## src/rtl/core/rpes_pkg.sv

```systemverilog
// ----------------------------------------------------------------------------
// rpes_pkg
// Shared types and constants of the RGB PWM event scheduler.
// ----------------------------------------------------------------------------
package rpes_pkg;

  localparam int CHANNELS_DEF = 12;
  localparam int POS_FIELDS   = 12;
  localparam int SECTOR_DEG   = 60;

  localparam logic [47:0] POS_RST   = 48'hFEDA_9876_5210;
  localparam logic [15:0] IDLE_RST  = 16'hE7E7;
  localparam logic [7:0]  FSCALE_RST = 8'd255;

  // floor(x/15) == (x*RECIP_15) >> 16 for x < 4681
  localparam logic [12:0] RECIP_15 = 13'd4370;

  typedef enum logic [1:0] {
    REG_POS    = 2'd0,
    REG_IDLE   = 2'd1,
    REG_FSCALE = 2'd2
  } reg_idx_t;

  typedef enum logic [2:0] {
    ST_IDLE,
    ST_HUE,
    ST_DUTY,
    ST_SCAN,
    ST_EMIT
  } state_t;

  typedef struct packed {
    logic load_in;
    logic fetch;
    logic calc;
    logic wr_duty;
    logic scan_clr;
    logic scan_step;
    logic emit;
  } cmd_t;

  typedef struct packed {
    logic scan_last;
    logic found;
  } status_t;

endpackage

```

## src/rtl/core/rpes_ctrl.sv

```systemverilog
// ----------------------------------------------------------------------------
// rpes_ctrl
// Sequencer: fetch issue, color calculation, duty write and event table rebuild.
// ----------------------------------------------------------------------------
module rpes_ctrl (
  input  logic              clk,
  input  logic              rst_n,
  input  logic              start,
  input  logic              in_func,
  input  rpes_pkg::status_t status,
  output rpes_pkg::cmd_t    cmd,
  output logic              busy
);

  rpes_pkg::state_t state_r, state_nxt;

  always_ff @(posedge clk) begin
    if (!rst_n) begin
      state_r <= rpes_pkg::ST_IDLE;
    end else begin
      state_r <= state_nxt;
    end
  end

  always_comb begin
    state_nxt = state_r;
    cmd       = '0;
    busy      = 1'b1;
    unique case (state_r)
      rpes_pkg::ST_IDLE: begin
        busy = 1'b0;
        if (start) begin
          if (in_func) begin
            cmd.fetch = 1'b1;
          end else begin
            cmd.load_in = 1'b1;
            state_nxt   = rpes_pkg::ST_HUE;
          end
        end
      end
      rpes_pkg::ST_HUE: begin
        cmd.calc  = 1'b1;
        state_nxt = rpes_pkg::ST_DUTY;
      end
      rpes_pkg::ST_DUTY: begin
        cmd.wr_duty  = 1'b1;
        cmd.scan_clr = 1'b1;
        state_nxt    = rpes_pkg::ST_SCAN;
      end
      rpes_pkg::ST_SCAN: begin
        cmd.scan_step = 1'b1;
        if (status.scan_last) begin
          state_nxt = rpes_pkg::ST_EMIT;
        end
      end
      rpes_pkg::ST_EMIT: begin
        cmd.emit  = 1'b1;
        state_nxt = status.found ? rpes_pkg::ST_SCAN : rpes_pkg::ST_IDLE;
      end
      default: begin
        state_nxt = rpes_pkg::ST_IDLE;
      end
    endcase
  end

endmodule

```

## src/rtl/core/rpes_dp.sv

```systemverilog
// ----------------------------------------------------------------------------
// rpes_dp
// Datapath: registers, hue math, duty store, event tables and playback.
// ----------------------------------------------------------------------------
module rpes_dp #(
  parameter int CHANNELS = rpes_pkg::CHANNELS_DEF
) (
  input  logic              clk,
  input  logic              rst_n,
  input  rpes_pkg::cmd_t    cmd,
  output rpes_pkg::status_t status,
  input  logic [1:0]        in_button,
  input  logic [8:0]        in_hue,
  input  logic [7:0]        in_level,
  input  logic              psel,
  input  logic              penable,
  input  logic              pwrite,
  input  logic [4:0]        paddr,
  input  logic [63:0]       pwdata,
  output logic [63:0]       prdata,
  output logic              out_valid,
  output logic [15:0]       out_shift_pattern,
  output logic [7:0]        out_duration
);

  localparam int MAX_EV = CHANNELS + 1;
  localparam int EW     = $clog2(MAX_EV);
  localparam int NW     = $clog2(MAX_EV + 1);
  localparam int CW     = $clog2(CHANNELS);

  // configuration
  logic [47:0] pos_r;
  logic [15:0] idle_r;
  logic [7:0]  fs_r;
  logic        cfg_wr;
  rpes_pkg::reg_idx_t cfg_idx;

  assign cfg_wr  = psel && penable && pwrite;
  assign cfg_idx = rpes_pkg::reg_idx_t'(paddr[4:3]);

  always_ff @(posedge clk) begin
    if (!rst_n) begin
      pos_r  <= rpes_pkg::POS_RST;
      idle_r <= rpes_pkg::IDLE_RST;
      fs_r   <= rpes_pkg::FSCALE_RST;
    end else if (cfg_wr) begin
      unique case (cfg_idx)
        rpes_pkg::REG_POS:    pos_r  <= pwdata[47:0];
        rpes_pkg::REG_IDLE:   idle_r <= pwdata[15:0];
        rpes_pkg::REG_FSCALE: fs_r   <= pwdata[7:0];
        default: ;
      endcase
    end
  end

  always_comb begin
    unique case (cfg_idx)
      rpes_pkg::REG_POS:    prdata = {16'd0, pos_r};
      rpes_pkg::REG_IDLE:   prdata = {48'd0, idle_r};
      rpes_pkg::REG_FSCALE: prdata = {56'd0, fs_r};
      default:              prdata = '0;
    endcase
  end

  // hue to duties
  logic [1:0]  btn_r;
  logic [8:0]  hue_r;
  logic [7:0]  lvl_r;
  logic [2:0]  sec_r, sec_c;
  logic [13:0] prod_r;
  logic [8:0]  h_red;
  logic [5:0]  off_c;
  logic [24:0] qprod;
  logic [7:0]  q;
  logic [7:0]  rgb [3];

  always_ff @(posedge clk) begin
    if (cmd.load_in) begin
      btn_r <= in_button;
      hue_r <= in_hue;
      lvl_r <= in_level;
    end
    if (cmd.calc) begin
      sec_r  <= sec_c;
      prod_r <= 14'(lvl_r * off_c);
    end
  end

  always_comb begin
    h_red = (hue_r >= 9'd360) ? 9'(hue_r - 9'd360) : hue_r;
    if (h_red < 9'd60) begin
      sec_c = 3'd0; off_c = 6'(h_red);
    end else if (h_red < 9'd120) begin
      sec_c = 3'd1; off_c = 6'(9'd120 - h_red);
    end else if (h_red < 9'd180) begin
      sec_c = 3'd2; off_c = 6'(h_red - 9'd120);
    end else if (h_red < 9'd240) begin
      sec_c = 3'd3; off_c = 6'(9'd240 - h_red);
    end else if (h_red < 9'd300) begin
      sec_c = 3'd4; off_c = 6'(h_red - 9'd240);
    end else begin
      sec_c = 3'd5; off_c = 6'(9'd360 - h_red);
    end
  end

  assign qprod = 25'(prod_r[13:2] * rpes_pkg::RECIP_15);
  assign q     = qprod[23:16];

  always_comb begin
    case (sec_r)
      3'd0:    begin rgb[0] = lvl_r; rgb[1] = q;     rgb[2] = 8'd0;  end
      3'd1:    begin rgb[0] = q;     rgb[1] = lvl_r; rgb[2] = 8'd0;  end
      3'd2:    begin rgb[0] = 8'd0;  rgb[1] = lvl_r; rgb[2] = q;     end
      3'd3:    begin rgb[0] = 8'd0;  rgb[1] = q;     rgb[2] = lvl_r; end
      3'd4:    begin rgb[0] = q;     rgb[1] = 8'd0;  rgb[2] = lvl_r; end
      default: begin rgb[0] = lvl_r; rgb[1] = 8'd0;  rgb[2] = q;     end
    endcase
  end

  // duty store
  logic [7:0] duty_r [CHANNELS];
  logic [3:0] ch_base;

  assign ch_base = {2'b00, btn_r} + {1'b0, btn_r, 1'b0};

  always_ff @(posedge clk) begin
    if (!rst_n) begin
      for (int i = 0; i < CHANNELS; i++) duty_r[i] <= 8'd0;
    end else if (cmd.wr_duty) begin
      for (int i = 0; i < CHANNELS; i++) begin
        for (int k = 0; k < 3; k++) begin
          if (5'(ch_base) + 5'(k) == 5'(i)) duty_r[i] <= rgb[k];
        end
      end
    end
  end

  // rebuild scan: one channel per cycle, one pass per event
  logic [CW-1:0] chan_r;
  logic [3:0]    fld_r;
  logic [15:0]   mask_r;
  logic [7:0]    cur_r, nxt_r;
  logic          found_r;
  logic [EW-1:0] evt_r;
  logic [7:0]    d;
  logic [3:0]    bpos;
  logic [7:0]    end_t;

  assign d    = duty_r[chan_r];
  assign bpos = pos_r[{fld_r, 2'b00} +: 4];
  assign status.scan_last = (chan_r == CW'(CHANNELS - 1));
  assign status.found     = found_r;
  assign end_t = found_r ? nxt_r : fs_r;

  // event tables, two banks
  logic [15:0]   pat_r  [2][MAX_EV];
  logic [7:0]    tick_r [2][MAX_EV];
  logic          act_r, zero_r, pend_rdy_r;
  logic [NW-1:0] act_cnt_r, pend_cnt_r;
  logic [EW-1:0] play_r;

  always_ff @(posedge clk) begin
    if (cmd.scan_clr || cmd.emit) begin
      chan_r  <= '0;
      fld_r   <= '0;
      mask_r  <= '0;
      found_r <= 1'b0;
    end else if (cmd.scan_step) begin
      chan_r <= chan_r + 1'b1;
      fld_r  <= (fld_r == 4'(rpes_pkg::POS_FIELDS - 1)) ? 4'd0 : fld_r + 4'd1;
      if (d < fs_r) begin
        if (d <= cur_r) begin
          mask_r[bpos] <= 1'b1;
        end else if (!found_r || d < nxt_r) begin
          nxt_r   <= d;
          found_r <= 1'b1;
        end
      end
    end
    if (cmd.scan_clr) begin
      cur_r <= 8'd0;
      evt_r <= '0;
    end else if (cmd.emit) begin
      pat_r[~act_r][evt_r]  <= idle_r & ~mask_r;
      tick_r[~act_r][evt_r] <= end_t - cur_r;
      if (found_r) begin
        cur_r <= nxt_r;
        evt_r <= evt_r + 1'b1;
      end
    end
  end

  logic          swap;
  logic          bank_use;
  logic [NW-1:0] cnt_use;

  assign swap     = pend_rdy_r && (play_r == '0);
  assign bank_use = swap ? ~act_r : act_r;
  assign cnt_use  = swap ? pend_cnt_r : act_cnt_r;

  always_ff @(posedge clk) begin
    if (!rst_n) begin
      act_r      <= 1'b0;
      zero_r     <= 1'b1;
      pend_rdy_r <= 1'b0;
      act_cnt_r  <= NW'(1);
      pend_cnt_r <= NW'(1);
      play_r     <= '0;
      out_valid  <= 1'b0;
    end else begin
      out_valid <= cmd.fetch;
      if (cmd.emit && !found_r) begin
        pend_cnt_r <= NW'(evt_r) + NW'(1);
        pend_rdy_r <= 1'b1;
      end else if (cmd.fetch) begin
        if (swap) begin
          act_r      <= ~act_r;
          act_cnt_r  <= pend_cnt_r;
          zero_r     <= 1'b0;
          pend_rdy_r <= 1'b0;
        end
        play_r <= (NW'(play_r) + NW'(1) == cnt_use) ? '0 : play_r + 1'b1;
      end
    end
  end

  always_ff @(posedge clk) begin
    if (cmd.fetch) begin
      out_shift_pattern <= (zero_r && !swap) ? 16'd0 : pat_r[bank_use][play_r];
      out_duration      <= (zero_r && !swap) ? 8'd0  : tick_r[bank_use][play_r];
    end
  end

  assert property (@(posedge clk) disable iff (!rst_n)
    (cmd.emit && !found_r) |=> pend_rdy_r)
    else $error("pending table not marked ready");
  assert property (@(posedge clk) disable iff (!rst_n)
    NW'(play_r) < act_cnt_r)
    else $error("play index beyond active count");
  assert property (@(posedge clk) disable iff (!rst_n)
    (cmd.fetch && swap) |=> (!pend_rdy_r && !zero_r))
    else $error("table swap incomplete");

endmodule

```

## src/rtl/core/rgb_pwm_event_scheduler_core.sv

```systemverilog
// ----------------------------------------------------------------------------
// rgb_pwm_event_scheduler_core
// Software-PWM event scheduler for RGB buttons with sorted event tables.
// ----------------------------------------------------------------------------
// Fetch: result strobe the cycle after the transfer; one per cycle while not busy.
// Set color: busy through hue calc, duty write and the rebuild, one scan pass and
//   one emit per event; events = distinct nonzero duties below full scale plus one.
// Rate is set by the rebuild scan, one channel compare per cycle.
// Synchronous reset restores register defaults, zero duties, empty tables.
// No backpressure on results.
module rgb_pwm_event_scheduler_core #(
  parameter int CHANNELS = rpes_pkg::CHANNELS_DEF
) (
  input  logic        clk,
  input  logic        rst_n,
  input  logic        start,
  output logic        busy,
  input  logic        in_func,
  input  logic [1:0]  in_button,
  input  logic [8:0]  in_hue,
  input  logic [7:0]  in_level,
  output logic        out_valid,
  output logic [15:0] out_shift_pattern,
  output logic [7:0]  out_duration,
  input  logic        psel,
  input  logic        penable,
  input  logic        pwrite,
  input  logic [4:0]  paddr,
  input  logic [63:0] pwdata,
  output logic [63:0] prdata,
  output logic        pready
);

  rpes_pkg::cmd_t    cmd;
  rpes_pkg::status_t status;

  assign pready = 1'b1;

  rpes_ctrl u_ctrl (
    .clk    (clk),
    .rst_n  (rst_n),
    .start  (start),
    .in_func(in_func),
    .status (status),
    .cmd    (cmd),
    .busy   (busy)
  );

  rpes_dp #(.CHANNELS(CHANNELS)) u_dp (
    .clk              (clk),
    .rst_n            (rst_n),
    .cmd              (cmd),
    .status           (status),
    .in_button        (in_button),
    .in_hue           (in_hue),
    .in_level         (in_level),
    .psel             (psel),
    .penable          (penable),
    .pwrite           (pwrite),
    .paddr            (paddr),
    .pwdata           (pwdata),
    .prdata           (prdata),
    .out_valid        (out_valid),
    .out_shift_pattern(out_shift_pattern),
    .out_duration     (out_duration)
  );

  assert property (@(posedge clk) disable iff (!rst_n)
    out_valid |-> $past(start && !busy && in_func))
    else $error("result strobe without fetch");
  assert property (@(posedge clk) disable iff (!rst_n)
    (start && !busy && in_func) |=> out_valid)
    else $error("fetch without result");
  assert property (@(posedge clk) disable iff (!rst_n)
    (start && !busy && !in_func) |=> busy)
    else $error("color set did not start rebuild");

endmodule

```

## config.mk

```make
export PLATFORM = sky130hd
export DESIGN_NAME = rgb_pwm_event_scheduler_core
export DESIGN_NICKNAME = d
export VERILOG_FILES = /design/src/rtl/core/rpes_pkg.sv /design/src/rtl/core/rpes_ctrl.sv /design/src/rtl/core/rpes_dp.sv /design/src/rtl/core/rgb_pwm_event_scheduler_core.sv
export SDC_FILE = /design/constraint.sdc
export NUM_CORES = 1
export LEC_CHECK = 0
export BUFFER_PORTS_ARGS = -buffer_cell sky130_fd_sc_hd__buf_2
export CAP_MARGIN = 5
export CORE_MARGIN = 2
export CORE_UTILIZATION = 50
export CTS_CLUSTER_DIAMETER = 100
export CTS_CLUSTER_SIZE = 10
export DETAILED_ROUTE_END_ITERATION = 16
export GPL_ROUTABILITY_DRIVEN = 0
export GPL_TIMING_DRIVEN = 0
export PLACE_DENSITY = 0.67
export SYNTH_ARGS = -nofsm -noshare
export SYNTH_HDL_FRONTEND = slang
export SYNTH_SLANG_ARGS = --single-unit
```

## constraint.sdc

```tcl
create_clock -name clk -period 10.1 [get_ports clk]
set_clock_uncertainty 0.2 [all_clocks]
set_input_delay 1.01 -clock clk [delete_from_list [all_inputs] [get_ports clk]]
set_output_delay 1.01 -clock clk [all_outputs]
set_load 0.005 [all_outputs]
```

==> results_dict.tcl <==
set metrics [dict create \
    outcome "finished, final reports clean" \
    dp_hpwl_um 79640 \
    cts_root_buffer "clkbuf_16" \
    rows 107 \
    tritoncts "done" \
    ir_worst_vdd_v 0.0001547 \
    wire_per_inst_um 24.24 \
    cts_buffers 103 \
    grt_setup_unrepaired "false" \
    grt_pass1_vias 27356 \
    die_area_sq_um 87860 \
    clock_latency_ns 0.68 \
    drtIter0Drc 3164 \
    cp_max_fo 9 \
    cp-end-kind "flip-flop" \
    grt_max_degree 27 \
    required_ns 10.28 \
    fillers 6824 \
    ys_seq_elements 918 \
    drv_cap 0 \
    ios 186 \
    ctsResizeCount 0 \
    nNetsFinal 3742 \
    wl_um 113700 \
    core_area_sq_um 85010 \
    worst_slew_pin_slew_ns 1.392 \
    path_clk_slew_ns 0.06 \
    dp_slack_ns 2.407 \
    synth_commonest_cells "edfxtp_1, nand2_1, nor2_1, mux4_2, clkbuf_1" \
    finalCritPeriodShare_pct 76.55 \
    synth.most_common_cell "edfxtp_1" \
    design_area_sq_um 48820 \
    vias_per_cell 6.038 \
    start_kind "flip-flop" \
    setup.worst_path.class "flip-flop to flip-flop" \
    synth-edff-count 786 \
    grt_use_total_pct 25.86 \
    firstDrtPassIters 6 \
    dpl_cell_area_sq_um 45870 \
    vias 28312 \
    netlist_area_sq_um 42750 \
    area_delta_synth_final_pct 14.20 \
    die_h_um 296.4 \
    avgSynthCellArea_sq_um 13.44 \
    fin_tns_setup_ns 0 \
    grt-ovfl-total 0 \
    synth_top_area_cell "edfxtp_1" \
    ys_top_cells_by_area "edfxtp_1, mux4_2, dfxtp_1" \
    cts_buffer_depth 3 \
    setup_ws_ns 2.369 \
    p_per_area_nw_per_um2 205.1 \
    start_util_pct 50.29 \
    hold_violations 0 \
    cp.arrival_ns 7.91 \
    synth_top_flop_cell "edfxtp_1" \
    grt_pass1_wl_um 169100 \
    yosysSeqAreaShare_pct 61.39 \
    post-cts-setup-buffers 0 \
    fmax_mhz 129.3 \
    slew_headroom_pct 5.891 \
    synth_cell_types 86 \
    drive_above_1_share_pct 15.63 \
    synthCells 3182 \
    htree_num_levels 3 \
    min_path_type "flip-flop to flip-flop" \
    leakagePower_nw 17.56 \
    synthArstFlopShare_pct 0 \
    report.final.setup_viol 0 \
    clock_sinks 918 \
    ys_warn_count 0 \
    period_needed_ns 7.731 \
    drc 0 \
    portBuffers 148 \
    antenna_found_initial 1 \
    netlist.area_leader.share_pct 55.21 \
    postCtsHoldBufs 0 \
    antenna_left 0 \
    drv_slew 0 \
    die_w_um 296.4 \
]
[registers in the layout (all words and copies together), names as in the netlist, 9 cells and up, named ones only]
signal	cells
u_dp.prod_r	12
u_dp.tick_r	208
u_dp.mask_r	16
u_dp.duty_r	96
u_dp.pat_r	416
u_dp.hue_r	9
u_dp.idle_r	16
u_dp.pos_r	48
u_dp.out_shift_pattern	16
[final timing paths]
path	to	depth (start not counted)	from	slack, ns
max reg2reg	u_dp.prod_r[13]	27	u_dp.hue_r[0]	2.37
min reg2reg	u_dp.cur_r[3]	2	u_dp.cur_r[3]	0.26
min	u_dp.cur_r[3]	2	u_dp.cur_r[3]	0.26
max	u_dp.prod_r[13]	27	u_dp.hue_r[0]	2.37
[per-stage QoR]
stage	instances	hold WS, ns	total power, mW	utilization, %
2_1_floorplan	3197	0.2250	5.963	-
3_3_place_gp	4489	0.2339	6.601	52.91
6_report	4689	0.2581	10.02	57.43
5_1_grt	4688	0.2752	10.44	57.43
4_1_cts	4688	0.2581	10.00	57.43
3_5_place_dp	4523	0.2436	6.670	53.96
[cells by family after synthesis]
kind of cell | share of synthesized area, %
compound gates | 8.918
buf+inv | 3.067
flops | 61.39
mux | 10.68
other cells | 0.01757
xor+xnor | 0.8137
fa+ha+maj | 5.350
simple gates | 9.761
[routing by layer]
layer / GRT usage, % / vias to the layer above / share of wire, %
met2: 41.91 / 1299 / 47
met3: 4.207 / 205 / 8.0
met4: 8.032 / 2 / 3.0
li1: - / 12639 / -
met5: 0 / - / 0.0062
met1: 36.01 / 14167 / 42
[placed cells by master (no fill, tap or decap), drive strengths merged, types with 18 or more instances in the layout]
cell type / n
o22ai: 43
nand3: 77
a21o: 20
inv: 134
mux4: 141
fa: 33
xnor2: 22
ha: 130
a211oi: 46
dfxtp: 132
a22oi: 39
nor3: 37
a22o: 24
nor4: 18
clkbuf: 293
a21oi: 135
o21ai: 122
o221ai: 24
nor2: 147
mux2i: 133
edfxtp: 786
nand2: 370
nor2b: 47
and2: 91
buf: 236
[critical path, cell delays in order, from the launching register on]
cell	delay [ns]
edfxtp_1	0.35
clkbuf_1	0.20
inv_1	0.12
ha_1	0.20
nand2b_1	0.17
or3b_1	0.38
buf_2	0.18
a21oi_2	0.23
xor2_2	0.17
a211oi_1	0.59
o21ai_1	0.25
a21oi_2	0.26
mux2i_2	0.50
nand2b_1	0.20
fa_1	0.44
fa_1	0.48
fa_1	0.55
inv_1	0.04
ha_1	0.33
nor2b_1	0.14
o21ai_0	0.11
a21boi_0	0.26
o21ai_0	0.13
a21boi_0	0.24
o21ai_0	0.14
a21boi_0	0.30
mux2i_1	0.23
nand2_1	0.08
[final cells by class]
| class | instances | area (sq um) | share of cell area [%] |
|---|---|---|---|
| Antenna cell | 1 | 2.502 | 0.005125 |
| Buffer | 191 | 812.0 | 1.663 |
| Clock buffer | 156 | 2798 | 5.730 |
| Clock inverter | 9 | 152.6 | 0.3127 |
| Inverter | 133 | 499.2 | 1.023 |
| Multi-Input combinational cell | 1955 | 15530 | 31.81 |
| Sequential cell | 918 | 26250 | 53.76 |
| Tap cell | 1144 | 1431 | 2.932 |
| Timing Repair Buffer | 182 | 1350 | 2.765 |
[report_power, final]
part / switching [mW] / total [mW] / internal (mW) / leakage, nW
Clock: 1.47 / 3.37 / 1.90 / 1.41
Sequential: 0.0408 / 4.37 / 4.33 / 8.00
Combinational: 1.48 / 2.28 / 0.804 / 8.15
Note: power is estimated with default switching activity, not from simulation.
